--- src/hdl/slc_fifo.sv ---
// ----------------------------------------------------------------------------
// slc_fifo
// Small synchronous queue with registered storage and a fill count.
// ----------------------------------------------------------------------------
`timescale 1ns / 1ps
`default_nettype none

module slc_fifo #(
  parameter int WIDTH = 8,
  parameter int DEPTH = 2
) (
  input  wire logic             clk,
  input  wire logic             rst_n,
  input  wire logic             push,
  input  wire logic [WIDTH-1:0] wdata,
  output logic                  full,
  input  wire logic             pop,
  output logic [WIDTH-1:0]      rdata,
  output logic                  empty
);

  localparam int PTR_W = (DEPTH > 1) ? $clog2(DEPTH) : 1;
  localparam int CNT_W = $clog2(DEPTH + 1);

  logic [WIDTH-1:0] mem_r [DEPTH];
  logic [PTR_W-1:0] wr_ptr_r;
  logic [PTR_W-1:0] rd_ptr_r;
  logic [CNT_W-1:0] cnt_r;
  logic             do_push;
  logic             do_pop;

  assign full    = (cnt_r == CNT_W'(DEPTH));
  assign empty   = (cnt_r == '0);
  assign rdata   = mem_r[rd_ptr_r];
  assign do_push = push && !full;
  assign do_pop  = pop && !empty;

  always_ff @(posedge clk) begin
    if (do_push) begin
      mem_r[wr_ptr_r] <= wdata;
    end
  end

  always_ff @(posedge clk) begin
    if (!rst_n) begin
      wr_ptr_r <= '0;
      rd_ptr_r <= '0;
      cnt_r    <= '0;
    end else begin
      if (do_push) begin
        wr_ptr_r <= (wr_ptr_r == PTR_W'(DEPTH - 1)) ? '0 : wr_ptr_r + 1'b1;
      end
      if (do_pop) begin
        rd_ptr_r <= (rd_ptr_r == PTR_W'(DEPTH - 1)) ? '0 : rd_ptr_r + 1'b1;
      end
      if (do_push && !do_pop) begin
        cnt_r <= cnt_r + 1'b1;
      end else if (do_pop && !do_push) begin
        cnt_r <= cnt_r - 1'b1;
      end
    end
  end

endmodule : slc_fifo

`default_nettype wire

--- config.mk ---
export PLATFORM = sky130hd
export DESIGN_NAME = slc_fifo
export DESIGN_NICKNAME = d
export VERILOG_FILES = /design/src/hdl/slc_fifo.sv
export SDC_FILE = /design/constraint.sdc
export NUM_CORES = 1
export LEC_CHECK = 0
export BUFFER_PORTS_ARGS = -buffer_cell sky130_fd_sc_hd__buf_2
export CORE_UTILIZATION = 45
export DETAILED_ROUTE_END_ITERATION = 8
export HOLD_SLACK_MARGIN = 0.05
export PLACE_DENSITY_LB_ADDON = 0.3
export SYNTH_ARGS = -nofsm -noshare
export SYNTH_HDL_FRONTEND = slang
export SYNTH_SLANG_ARGS = --single-unit
--- constraint.sdc ---
create_clock -name clk -period 1.76 [get_ports clk]
set_input_delay 0.088 -clock clk [delete_from_list [all_inputs] [get_ports clk]]
set_output_delay 0.088 -clock clk [all_outputs]
set_load 0.02 [all_outputs]
# Yosys cells after proc, flatten, opt, wreduce, memory -nomap -nowiden
# Memories as Yosys holds them, arrays and structs flattened. A register that Yosys moved wholly into a read port is not among the register bits.
# Index checks and enable logic that the tools add are counted.
# word_totals
regBits	4
mem_bits_rw	16
n_memories	1
# classes
n_addsub	4
eq_ne	1
n_mux	8
reduce_logical	10
# memory_table
name	depth	width	read_ports	rd_ports_with_merged_regs	write_ports	line_no	text
mem_r	2	8	1	1	1	25	logic [WIDTH-1:0] mem_r [DEPTH];
# op_table
cell	count
2-to-1 mux 1 bit	6
logical AND 1 bit	4
logical NOT 1 bit	4
2-to-1 mux 2 bit	2
adder 1 bit, second input constant	2
adder 2 x 1 -> 2 bit, second input constant	1
equality test 2 bit, second input constant	1
logical NOT 2 bit	1
nonzero test 2 bit	1
subtractor 2 x 1 -> 2 bit, second input constant	1

# Depth between registers and ports, before layout
# depth
depth_word	7
mapped_depth	7

# Least setup slack after synthesis
# No wires, ideal clock.
# synth_timing
path_type	reg-to-reg
start	register cnt_r[0]
end	register cnt_r[1]
arrival_ps	1444
t_required_ps	1690
path_slack_ps	246
path_stages_with_launch	7
n_path_buf	0
synth_period_minus_slack_ps	1514
cell_sequence	dfxtp_1 nand2b_1 inv_2 nor2_1 ha_1 or3_1 a21boi_1
# synth_between
elab_chain_cells	6
word_cells_on_any_way	15
# synth_lines
element	line_no	text
start, declared	28	logic [CNT_W-1:0] cnt_r;
start signal, assigned	57	cnt_r <= cnt_r + 1'b1;
start signal, assigned	59	cnt_r <= cnt_r - 1'b1;
equality test 2 bit (*)	32	assign full = (cnt_r == CNT_W'(DEPTH));
named net full	16	output logic full,
logical NOT 1 bit (*)	35	assign do_push = push && !full;
logical AND 1 bit (*)	35	
logical NOT 1 bit	58	end else if (do_pop && !do_push) begin
logical AND 1 bit	58	
nonzero test 2 bit (no source line)	-	
# The timed path passes the listed nets; every way through them passes the cells marked *. The select of a mux whose other input is x is not followed.
# A chain may end at the register's enable or synchronous reset.

# Worst setup path after layout
# layout_timing
start	register cnt_r[0]
end	register cnt_r[1]
# layout_between
elab_chain_cells	6
word_cells_on_any_way	15
# layout_lines
element	line_no
equality test 2 bit or logical NOT 2 bit (tied branches)	32, 33
logical NOT 1 bit (on tied branches)	35, 36
logical AND 1 bit (on tied branches)	35, 36
logical NOT 1 bit (on tied branches)	58, 56
logical AND 1 bit (on tied branches)	58, 56
nonzero test 2 bit (no source line) or 2-to-1 mux 2 bit (tied branches)	-
# Several ways; a longest one is shown, not always the timed one. The select of a mux whose other input is x is not followed.

==> metrics <==
Core ar. 1594 um2; CTS root buf clkbuf_4; worst min path class in -> reg; Slew @ Worst Pin 0.3767 ns; drt total wl 1119 um; Max VDD drop 0.9444 mV; endpoints failing setup 0; reg2reg end cnt_r[1]; # rows 14; final hold violations 0; Levels on crit path 6; synth warn 0; Post-CTS Setup Bufs 0; diode count 0; via count 489; Worst setup EP type flip-flop; CP Buf/Inv Count 1; chip width 44.42 um; Final ANT Viol Nets 0; first-pass GRT wire length 1752 um; Cell Area, Placed 947.2 um2; initial drt markers 2; TritonCTS clock tree done; die height 44.42 um; DR DRC count 0; GPL Wtd Cong 0.6721; largest net degree at the start of global routing 12; mean post-synth cell area 16.19 um2; port bufs 21; P&R area growth vs syn 30.14%; Crit. Startpoint cnt_r[0]; num ports 22; Distinct cells, synth 20; Clk pin slew, worst setup/hold paths 0.10 ns; GRT Residual Overflow 0; Slew Limit Fails 0; clock buffer depth 2; CTS Sinks 21; Max Clock Skew 0.002566 ns; clock latency on the worst-skew pair 0.28 ns; CTS Buf Count 3; Die ar. 1973 um2; filler instances 118; most common cell after layout, fill and taps aside buf_2; total track usage 0.1275; Slew HR 0.7488; DR WL/cell 10.46 um; share of layout cells above drive strength 1 0.4217; critical-path cell list nand2b_1, inv_2, nor2_1, ha_1, or3_1, a21boi_1; top post-synthesis cells by area edfxtp_1 (59%), dfxtp_1 (12%), mux2_2 (11%), and2_1 (2.3%), xnor2_1 (2.2%); PwrDens 1331 nW/um2; Net Count, Synth 63; Post-Layout Inst Area 1054 um2; via-per-instance ratio 4.570; cell count after synthesis 50; FMAX 644.2 MHz; outcome completed; antenna violations before repair 0; H-tree level count 1; sequential-to-total area share from yosys stat 0.7172; fin crit share 0.8820; CP max FO 5; Mapped Area 809.5 um2; Top delay family on crit path simple AND/OR/NAND/NOR gates; worst r2r src cnt_r[0]; critical path arrival 1.78 ns; Largest stage delay, worst path 0.43 ns; critical path type reg -> reg; nets@finish 97; Reg2Reg Setup Slack 0.21 ns; Yosys reg bits 21; most frequent cells in the layout buf_2 (21), edfxtp_1 (16), mux2_2 (8), dlygate4sd3_1 (8), dfxtp_1 (5); RSZ-0062 raised after global routing no; largest area contributor in the netlist edfxtp_1; CP startpoint kind flip-flop; Reg2Reg Depth 6; share of the synthesized area in the top cell type 0.5935; Detailed Routing Iterations Pass 1 4; vias in the first global route 469; final setup TNS 0 ns; min cycle time layout 1.552 ns; Post-DP HPWL 767.9 um; Leak 0.4174 nW; MaxCap Viol Count 0; Starting Density 0.5078; crit path to cnt_r[1]; worst path required time 1.98 ns; CP max stage cell dfxtp_1
kinds of logic (layout without fill, tap and decap cells):
group | count (synthesis) | in the layout | share of synthesized area
fa+ha+maj | 1 | 1 | 0.01545
flops | 21 | 21 | 0.7172
simple gates | 9 | 9 | 0.06803
mux | 8 | 8 | 0.1113
buf+inv | 3 | 36 | 0.01544
compound gates | 5 | 5 | 0.04018
xor+xnor | 3 | 3 | 0.03246
synth_stat cells (all sizes together):
| library cell | n |
|---|---|
| edfxtp | 16 |
| mux2 | 8 |
| dfxtp | 5 |
| and2 | 3 |
| a21boi | 2 |
| inv | 2 |
| nor2 | 2 |
| o21ai | 2 |
| xnor2 | 2 |
| and3 | 1 |
| buf | 1 |
| ha | 1 |
| nand2b | 1 |
| nor3 | 1 |
| o21a | 1 |
| or3 | 1 |
| xor2 | 1 |
routing by layer:
layer / global-route usage / up-vias / share of wire
li1: - / 251 / -
met1: 0.1413 / 221 / 0.45
met2: 0.2265 / 15 / 0.48
met3: 0.02449 / 2 / 0.047
met4: 0.07273 / 0 / 0.015
met5: 0 / - / 0
worst min path at each step:
stage          slack, ns     start  cells past startpoint           to
2_1_floorplan       0.19  wdata[0]                      0  mem_r[0][0]
3_3_place_gp        0.28  wdata[7]                      1  mem_r[0][7]
3_5_place_dp        0.28  wdata[7]                      1  mem_r[0][7]
4_1_cts             0.05     rst_n                      2     wr_ptr_r
5_1_grt             0.05     rst_n                      2     wr_ptr_r
6_report            0.05     rst_n                      2     wr_ptr_r
through the flow:
stage	power [mW]	setup WS, ns	instances	utilization	hold WS (ns)
6_report	1.402	0.2076	107	0.6609	0.05100
5_1_grt	1.482	0.07756	107	0.6609	0.05133
3_5_place_dp	1.193	0.2119	95	0.5942	0.2792
3_3_place_gp	1.185	0.2779	95	0.5942	0.2752
2_1_floorplan	1.056	0.2462	50	-	0.1869
4_1_cts	1.417	0.2011	107	0.6609	0.05233
registers in the layout, indices dropped and copies added, names as in the netlist, named ones only:
name / count
wr_ptr_r: 1
mem_r: 16
cnt_r: 2
rd_ptr_r: 1
worst register-to-register path: stages, from the launching register on:
cell	delay (ns)
dfxtp_1	0.43
nand2b_1	0.17
inv_2	0.06
nor2_1	0.08
ha_1	0.26
or3_1	0.35
a21boi_1	0.14
power breakdown:
| part | total, mW | internal, mW | leakage [nW] | switching (mW) |
|---|---|---|---|---|
| Sequential | 0.698 | 0.632 | 0.191 | 0.0656 |
| Combinational | 0.493 | 0.234 | 0.212 | 0.258 |
| Clock | 0.211 | 0.0879 | 0.0150 | 0.124 |
layout make-up:
class,instances,area [um2],share of cell area
multi-input cells,26,216.5,0.2055
repair buffers,30,192.7,0.1829
well taps,24,30.03,0.02850
clock buffers,4,26.28,0.02494
flip-flops and latches,21,580.6,0.5511
inverters,2,7.507,0.007126
what timing repair did:
action / 4_1_cts / 5_1_grt
resized for setup: 0 / 0
hold buffers: 8 / 0
hold endpoints to repair: 16 / 0
(Power assumes the default switching activity.)
