$ cat src/hdl/slc_pkg.sv
// ----------------------------------------------------------------------------
// slc_pkg
// Shared widths, constants and types of the set-associative LRU cache lookup.
// ----------------------------------------------------------------------------
`timescale 1ns / 1ps
`default_nettype none

package slc_pkg;

  localparam int ADDR_W    = 32;
  localparam int CNT_W     = 32;
  localparam int WAY_OUT_W = 2;

  localparam logic [CNT_W-1:0] CNT_MAX = '1;

  // Depths of the request queue (front to back) and of the result queue.
  localparam int REQ_QUEUE_DEPTH = 2;
  localparam int RES_QUEUE_DEPTH = 2;

  // Control that the lookup engine hands back to the front end.
  typedef struct packed {
    logic init_busy;
    logic take;
  } slc_ctl_t;

  typedef struct packed {
    logic                 hit;
    logic [WAY_OUT_W-1:0] way;
    logic [CNT_W-1:0]     misses;
    logic [CNT_W-1:0]     accesses;
  } slc_result_t;

endpackage : slc_pkg

`default_nettype wire

$ cat src/hdl/slc_fifo.sv
// ----------------------------------------------------------------------------
// slc_fifo
// Small synchronous queue with registered storage and a fill count.
// ----------------------------------------------------------------------------
`timescale 1ns / 1ps
`default_nettype none

module slc_fifo #(
  parameter int WIDTH = 8,
  parameter int DEPTH = 2
) (
  input  wire logic             clk,
  input  wire logic             rst_n,
  input  wire logic             push,
  input  wire logic [WIDTH-1:0] wdata,
  output logic                  full,
  input  wire logic             pop,
  output logic [WIDTH-1:0]      rdata,
  output logic                  empty
);

  localparam int PTR_W = (DEPTH > 1) ? $clog2(DEPTH) : 1;
  localparam int CNT_W = $clog2(DEPTH + 1);

  logic [WIDTH-1:0] mem_r [DEPTH];
  logic [PTR_W-1:0] wr_ptr_r;
  logic [PTR_W-1:0] rd_ptr_r;
  logic [CNT_W-1:0] cnt_r;
  logic             do_push;
  logic             do_pop;

  assign full    = (cnt_r == CNT_W'(DEPTH));
  assign empty   = (cnt_r == '0);
  assign rdata   = mem_r[rd_ptr_r];
  assign do_push = push && !full;
  assign do_pop  = pop && !empty;

  always_ff @(posedge clk) begin
    if (do_push) begin
      mem_r[wr_ptr_r] <= wdata;
    end
  end

  always_ff @(posedge clk) begin
    if (!rst_n) begin
      wr_ptr_r <= '0;
      rd_ptr_r <= '0;
      cnt_r    <= '0;
    end else begin
      if (do_push) begin
        wr_ptr_r <= (wr_ptr_r == PTR_W'(DEPTH - 1)) ? '0 : wr_ptr_r + 1'b1;
      end
      if (do_pop) begin
        rd_ptr_r <= (rd_ptr_r == PTR_W'(DEPTH - 1)) ? '0 : rd_ptr_r + 1'b1;
      end
      if (do_push && !do_pop) begin
        cnt_r <= cnt_r + 1'b1;
      end else if (do_pop && !do_push) begin
        cnt_r <= cnt_r - 1'b1;
      end
    end
  end

endmodule : slc_fifo

`default_nettype wire

$ cat src/hdl/slc_front.sv
// ----------------------------------------------------------------------------
// slc_front
// Accepts addresses, splits them into set index and tag, and queues them.
// ----------------------------------------------------------------------------
`timescale 1ns / 1ps
`default_nettype none

module slc_front
  import slc_pkg::*;
#(
  parameter int OFFSET_BITS = 5,
  parameter int INDEX_BITS  = 6
) (
  input  wire logic                  clk,
  input  wire logic                  rst_n,
  input  wire logic                  in_push,
  input  wire logic [ADDR_W-1:0]     in_read_address,
  output logic                       in_full,
  input  wire slc_ctl_t              ctl,
  output logic                       req_valid,
  output logic [ADDR_W-OFFSET_BITS-INDEX_BITS-1:0] req_tag,
  output logic [((INDEX_BITS > 0) ? INDEX_BITS : 1)-1:0] req_set
);

  localparam int TAG_W = ADDR_W - OFFSET_BITS - INDEX_BITS;
  localparam int SET_W = (INDEX_BITS > 0) ? INDEX_BITS : 1;
  localparam int REQ_W = TAG_W + SET_W;

  logic [SET_W-1:0] set_idx;
  logic [REQ_W-1:0] q_rdata;
  logic             q_full;
  logic             q_empty;

  // The offset bits select nothing here and are dropped.
  generate
    if (INDEX_BITS > 0) begin : g_idx
      assign set_idx = in_read_address[OFFSET_BITS +: INDEX_BITS];
    end else begin : g_noidx
      assign set_idx = '0;
    end
  endgenerate

  // No item is taken while the lookup engine clears its recency memory.
  assign in_full = q_full || ctl.init_busy;

  slc_fifo #(
    .WIDTH (REQ_W),
    .DEPTH (REQ_QUEUE_DEPTH)
  ) u_req_q (
    .clk   (clk),
    .rst_n (rst_n),
    .push  (in_push && !ctl.init_busy),
    .wdata ({in_read_address[ADDR_W-1 -: TAG_W], set_idx}),
    .full  (q_full),
    .pop   (ctl.take),
    .rdata (q_rdata),
    .empty (q_empty)
  );

  assign req_valid = !q_empty;
  assign req_tag   = q_rdata[REQ_W-1 -: TAG_W];
  assign req_set   = q_rdata[SET_W-1:0];

endmodule : slc_front

`default_nettype wire

$ cat config.mk
export PLATFORM = sky130hd
export DESIGN_NAME = slc_front
export DESIGN_NICKNAME = d
export VERILOG_FILES = /design/src/hdl/slc_pkg.sv /design/src/hdl/slc_fifo.sv /design/src/hdl/slc_front.sv
export SDC_FILE = /design/constraint.sdc
export NUM_CORES = 1
export LEC_CHECK = 0
export ABC_AREA = 1
export BUFFER_PORTS_ARGS = -buffer_cell sky130_fd_sc_hd__buf_4
export CORE_MARGIN = 4
export CORE_UTILIZATION = 30
export CTS_CLUSTER_DIAMETER = 200
export DETAILED_ROUTE_END_ITERATION = 10
export PLACE_DENSITY = 0.62
export SKIP_LAST_GASP = 1
export SYNTH_ARGS = -nofsm -noshare
export SYNTH_HDL_FRONTEND = slang
export SYNTH_SLANG_ARGS = --single-unit
$ cat constraint.sdc
create_clock -name clk -period 6.2 [get_ports clk]
set_clock_uncertainty 0.2 [all_clocks]
set_input_delay 0.62 -clock clk [delete_from_list [all_inputs] [get_ports clk]]
set_output_delay 0.62 -clock clk [all_outputs]
set_load 0.05 [all_outputs]
[Word level (Yosys, flattened, before mapping)]
Memories as Yosys holds them, arrays and structs flattened. A register that Yosys moved wholly into a read port is not among the register bits.
Index checks and enable logic that the tools add are counted.
Storage, ports and cells
  register bits after elaboration: 4
  latch bits: 0
  bits in writable memories: 54
  bits in read-only memories: 0
  bits of input ports: 37
  output and inout port bits: 29
  logic and storage cells: 30
  memories kept: 1
Memories
  u_req_q.mem_r: words 2, width 27, read ports 1, clocked after memory_dff 1, write ports 1, line slc_fifo.sv:25  | logic [WIDTH-1:0] mem_r [DEPTH];
Cells by class
  add/sub/neg operators: 4
  multipliers: 0
  div/mod/pow operators: 0
  order comparisons: 0
  equality and inequality tests: 1
  shift-type cells: 0
  multiplexer cells: 8
  bitwise operators: 0
  reduce and logical (&&, ||, !) cells: 13
Operator list (count)
  2-to-1 mux 1 bit: 6
  logical AND 1 bit: 5
  logical NOT 1 bit: 5
  2-to-1 mux 2 bit: 2
  adder 1 bit (second input constant): 2
  adder 2 x 1 -> 2 bit (second input constant): 1
  equality test 2 bit (second input constant): 1
  logical NOT 2 bit: 1
  nonzero test 2 bit: 1
  subtractor 2 x 1 -> 2 bit (second input constant): 1
  logical OR 1 bit: 1

[Longest topological paths before layout]
  depth after elaboration: 7
  gate-level depth with buffers: 11
  depth with buffers taken out: 11

[Modules after synthesis]
A second synthesis with hierarchy kept.
Unflattened totals
  cell total of the unflattened synthesis: 128
  area, all modules: 2319.7 um2
By module, submodules not included
  slc_fifo: instances 1, cells an instance 122, area each 2297.2 um2
  slc_front: instances 1, cells an instance 6, area each 22.5 um2

[Worst setup path before layout]
OpenSTA, ideal clock, no wires.
  path type: in2reg
  start point: in ctl[1] in the netlist's numbering
  end point: mem u_req_q.mem_r[0][0] in the netlist's numbering (enable)
  setup time: 0.411 ns
  arrival time: 1.939 ns
  slack: 3.650 ns
  stages: 3
  path buffers: 0
  path through: inv_1 -> nand3_1 -> nor2_1
Between the ends
  longest elaborated chain between the ends: 5
Ends and longest elaborated chain
  start: declaration: line slc_front.sv:19  | input wire slc_ctl_t ctl,
  logical NOT 1 bit: line slc_front.sv:52  | .push (in_push && !ctl.init_busy),
  logical AND 1 bit: line slc_front.sv:52
  logical AND 1 bit: line slc_fifo.sv:35  | assign do_push = push && !full;
  2-to-1 mux 1 bit: line slc_fifo.sv:39  | if (do_push) begin
  2-to-1 mux 1 bit (implied by the code): line slc_fifo.sv:40  | mem_r[wr_ptr_r] <= wdata;
  end: declaration: line slc_fifo.sv:25
No other way between the ends.

==> flow_summary.ini <==
[cts]
cts-root-buf = clkbuf_8
numCtsBuffers = 9
cts_hold_buf = 0
cts_tree = yes
htreeDepth = 3
clock_latency_ps = 330
cts.sinks = 59
clkTransAtPathRegs_ps = 60
cts_max_path_buffers = 2
postCtsResizedCells = 0
cts_setup_buffers = 0

[floorplan]
die_h_microns = 95.6
rows = 31
start_util = 0.312
die_area_sq_um = 9140
die_w_microns = 95.6
ios = 66
coreArea_sq_um = 7370

[finish]
antennaDiodeCount = 0
layout_commonest_cell = buf_4
finalNetCount = 231
final_cell_mix = 62 x buf_4, 54 x edfxtp_1, 20 x mux2_4, 10 x nand2_1
num-fill-cells = 679
drive_gt1_frac = 0.525
area_growth_syn_to_layout_pct = 31.5

[sta]
hold_viol_final = 0
setup_tns_ps = 0
period_share = 0.434
fin_crit_ps = 2690
slew_violations = 0
slew_headroom = 0.411
max_freq_mhz = 372
rsz0062_at_grt = false
setup_viol = 0
holdWs_ps = 270
worstMarginPinSlew_ps = 883

[power]
power_density_nw_per_um2 = 365
switchingPower_w = 0.000346
p_int_w = 0.000760
leakagePower_nw = 1.20
clockPowerShare = 0.289
ir_worst_vdd_uv = 139
p_seq_frac = 0.446
pwr-share-comb = 0.265
switching_share = 0.313

[global_route]
grtUsageTotal = 0.0904
antenna_found_initial = 0
grt_start_max_net_pins = 28
grt-ovfl-total = 0
grt_pass1_wl_mm = 5.68
grt_pass1_vias = 1212

[placement]
port_buffers = 60
finalWeightedCongestion = 0.697
hpwl_mm = 2.54

[synthesis]
synth-seq-cells = 59
yosys_warnings = 0
synth_top_area_frac = 0.704
netlist_area_sq_um = 2300
ys_types = 15
avgSynthCellArea_sq_um = 18.7
synthCells = 123
synthTopCellsByArea = edfxtp_1 70%, mux2_4 13%, dfxtp_1 4.3%, mux2_2 3.4%, buf_12 1.7%
syn_nets = 161
ys_seq_area_frac = 0.748
yosysTopAreaCell = edfxtp_1

[route]
vias = 1223
wire_per_inst_microns = 13.1
ant_nets = 0
drtPass1Iterations = 4
totalWireLength_mm = 3.91
drc_errors = 0
via_per_inst = 4.12
dr.first_iter.drc_count = 19

[min_path]
hp-class = input pin to flip-flop
whs_path_depth = 1

[setup_path]
crit_path_end_kind = primary output
crit_fanout = 27
slowest_delay_ps = 900
cp.required_ps = 5380
slowest_stage = dfxtp_2
crit_type = flip-flop to primary output
reg2regPathDepth = 5
path_cells = mux2_2 -> buf_4
arrival_ps = 1870
start_kind = flip-flop

[run_status]
outcome = complete, no violations

[flow_run]
cap_violations = 0
==> final timing paths <==
check,startpoint,end,slack (ps)
max reg2reg,u_req_q.cnt_r[0],u_req_q.mem_r[0][25],4550
max,flip-flop,req_tag[9],3510
min,in_read_address[18],u_req_q.mem_r[0][13],270
min reg2reg,u_req_q.rd_ptr_r,flip-flop,300
==> state kept, by name, indices dropped and copies added, names as in the netlist, named ones only <==
signal            count
u_req_q.rd_ptr_r      1
u_req_q.mem_r        54
u_req_q.wr_ptr_r      1
u_req_q.cnt_r         2
==> stage by stage <==
| stage | utilization | total power [W] | setup WS (ps) | cells | instance area, sq um |
|---|---|---|---|---|---|
| after detailed placement | 0.386 | 0.000800 | 3820 | 281 | 2840 |
| after floorplan | - | 0.000725 | 3650 | 123 | 2300 |
| final | 0.411 | 0.00111 | 3510 | 297 | 3030 |
| after global placement | 0.386 | 0.000797 | 3840 | 281 | 2840 |
| after global routing | 0.411 | 0.00116 | 3400 | 297 | 3030 |
| after CTS | 0.411 | 0.00113 | 3440 | 297 | 3030 |
==> power groups by stage <==
| stage | registers [W] | clock network, W | logic, W |
|---|---|---|---|
| 6_report | 0.000493 | 0.000320 | 0.000293 |
| 5_1_grt | 0.000497 | 0.000353 | 0.000310 |
| 4_1_cts | 0.000495 | 0.000334 | 0.000297 |
| 3_5_place_dp | 0.000503 | 0 | 0.000297 |
| 3_3_place_gp | 0.000502 | 0 | 0.000295 |
| 2_1_floorplan | 0.000481 | 0 | 0.000244 |
==> Yosys cell counts <==
| cell | n |
|---|---|
| a21oi_1 | 1 |
| buf_12 | 2 |
| buf_6 | 1 |
| dfxtp_1 | 5 |
| edfxtp_1 | 54 |
| ha_1 | 1 |
| inv_1 | 9 |
| mux2_2 | 7 |
| mux2_4 | 20 |
| nand2_1 | 10 |
| nand3_1 | 2 |
| nand4_1 | 2 |
| nor2_1 | 7 |
| o21a_1 | 1 |
| o21ai_0 | 1 |
==> kinds of logic (layout without fill, tap and decap cells) <==
logic type,Yosys count,in the layout,synth area share
AO/OA/AOI/OAI,3,3,0.00761
AND/OR/NAND/NOR,21,21,0.0375
multiplexers,27,27,0.165
buffers and inverters,12,87,0.0370
adder cells (fa/ha/maj),1,1,0.00543
flip-flops,59,59,0.748
==> final cells by class <==
class	instances	area, sq um	share of cell area
clock inverter	7	58.8	0.0194
multi-input combinational	52	498	0.165
inverter	9	33.8	0.0112
timing repair buffer	62	465	0.154
tap	99	124	0.0409
clock buffer	9	124	0.0409
sequential	59	1720	0.569
==> worst max-delay path: cells and delay by family (launching register included) <==
family   cells  cell delay (ps)
buf+inv      1              190
flops        1              900
mux          1              420
==> layer usage <==
| layer | share of wire | track usage |
|---|---|---|
| met1 | 0.40 | 0.0886 |
| met2 | 0.49 | 0.148 |
| met3 | 0.086 | 0.0418 |
| met4 | 0.024 | 0.0675 |
| met5 | 0 | 0 |
No activity file was read; power rests on OpenSTA's default activity.
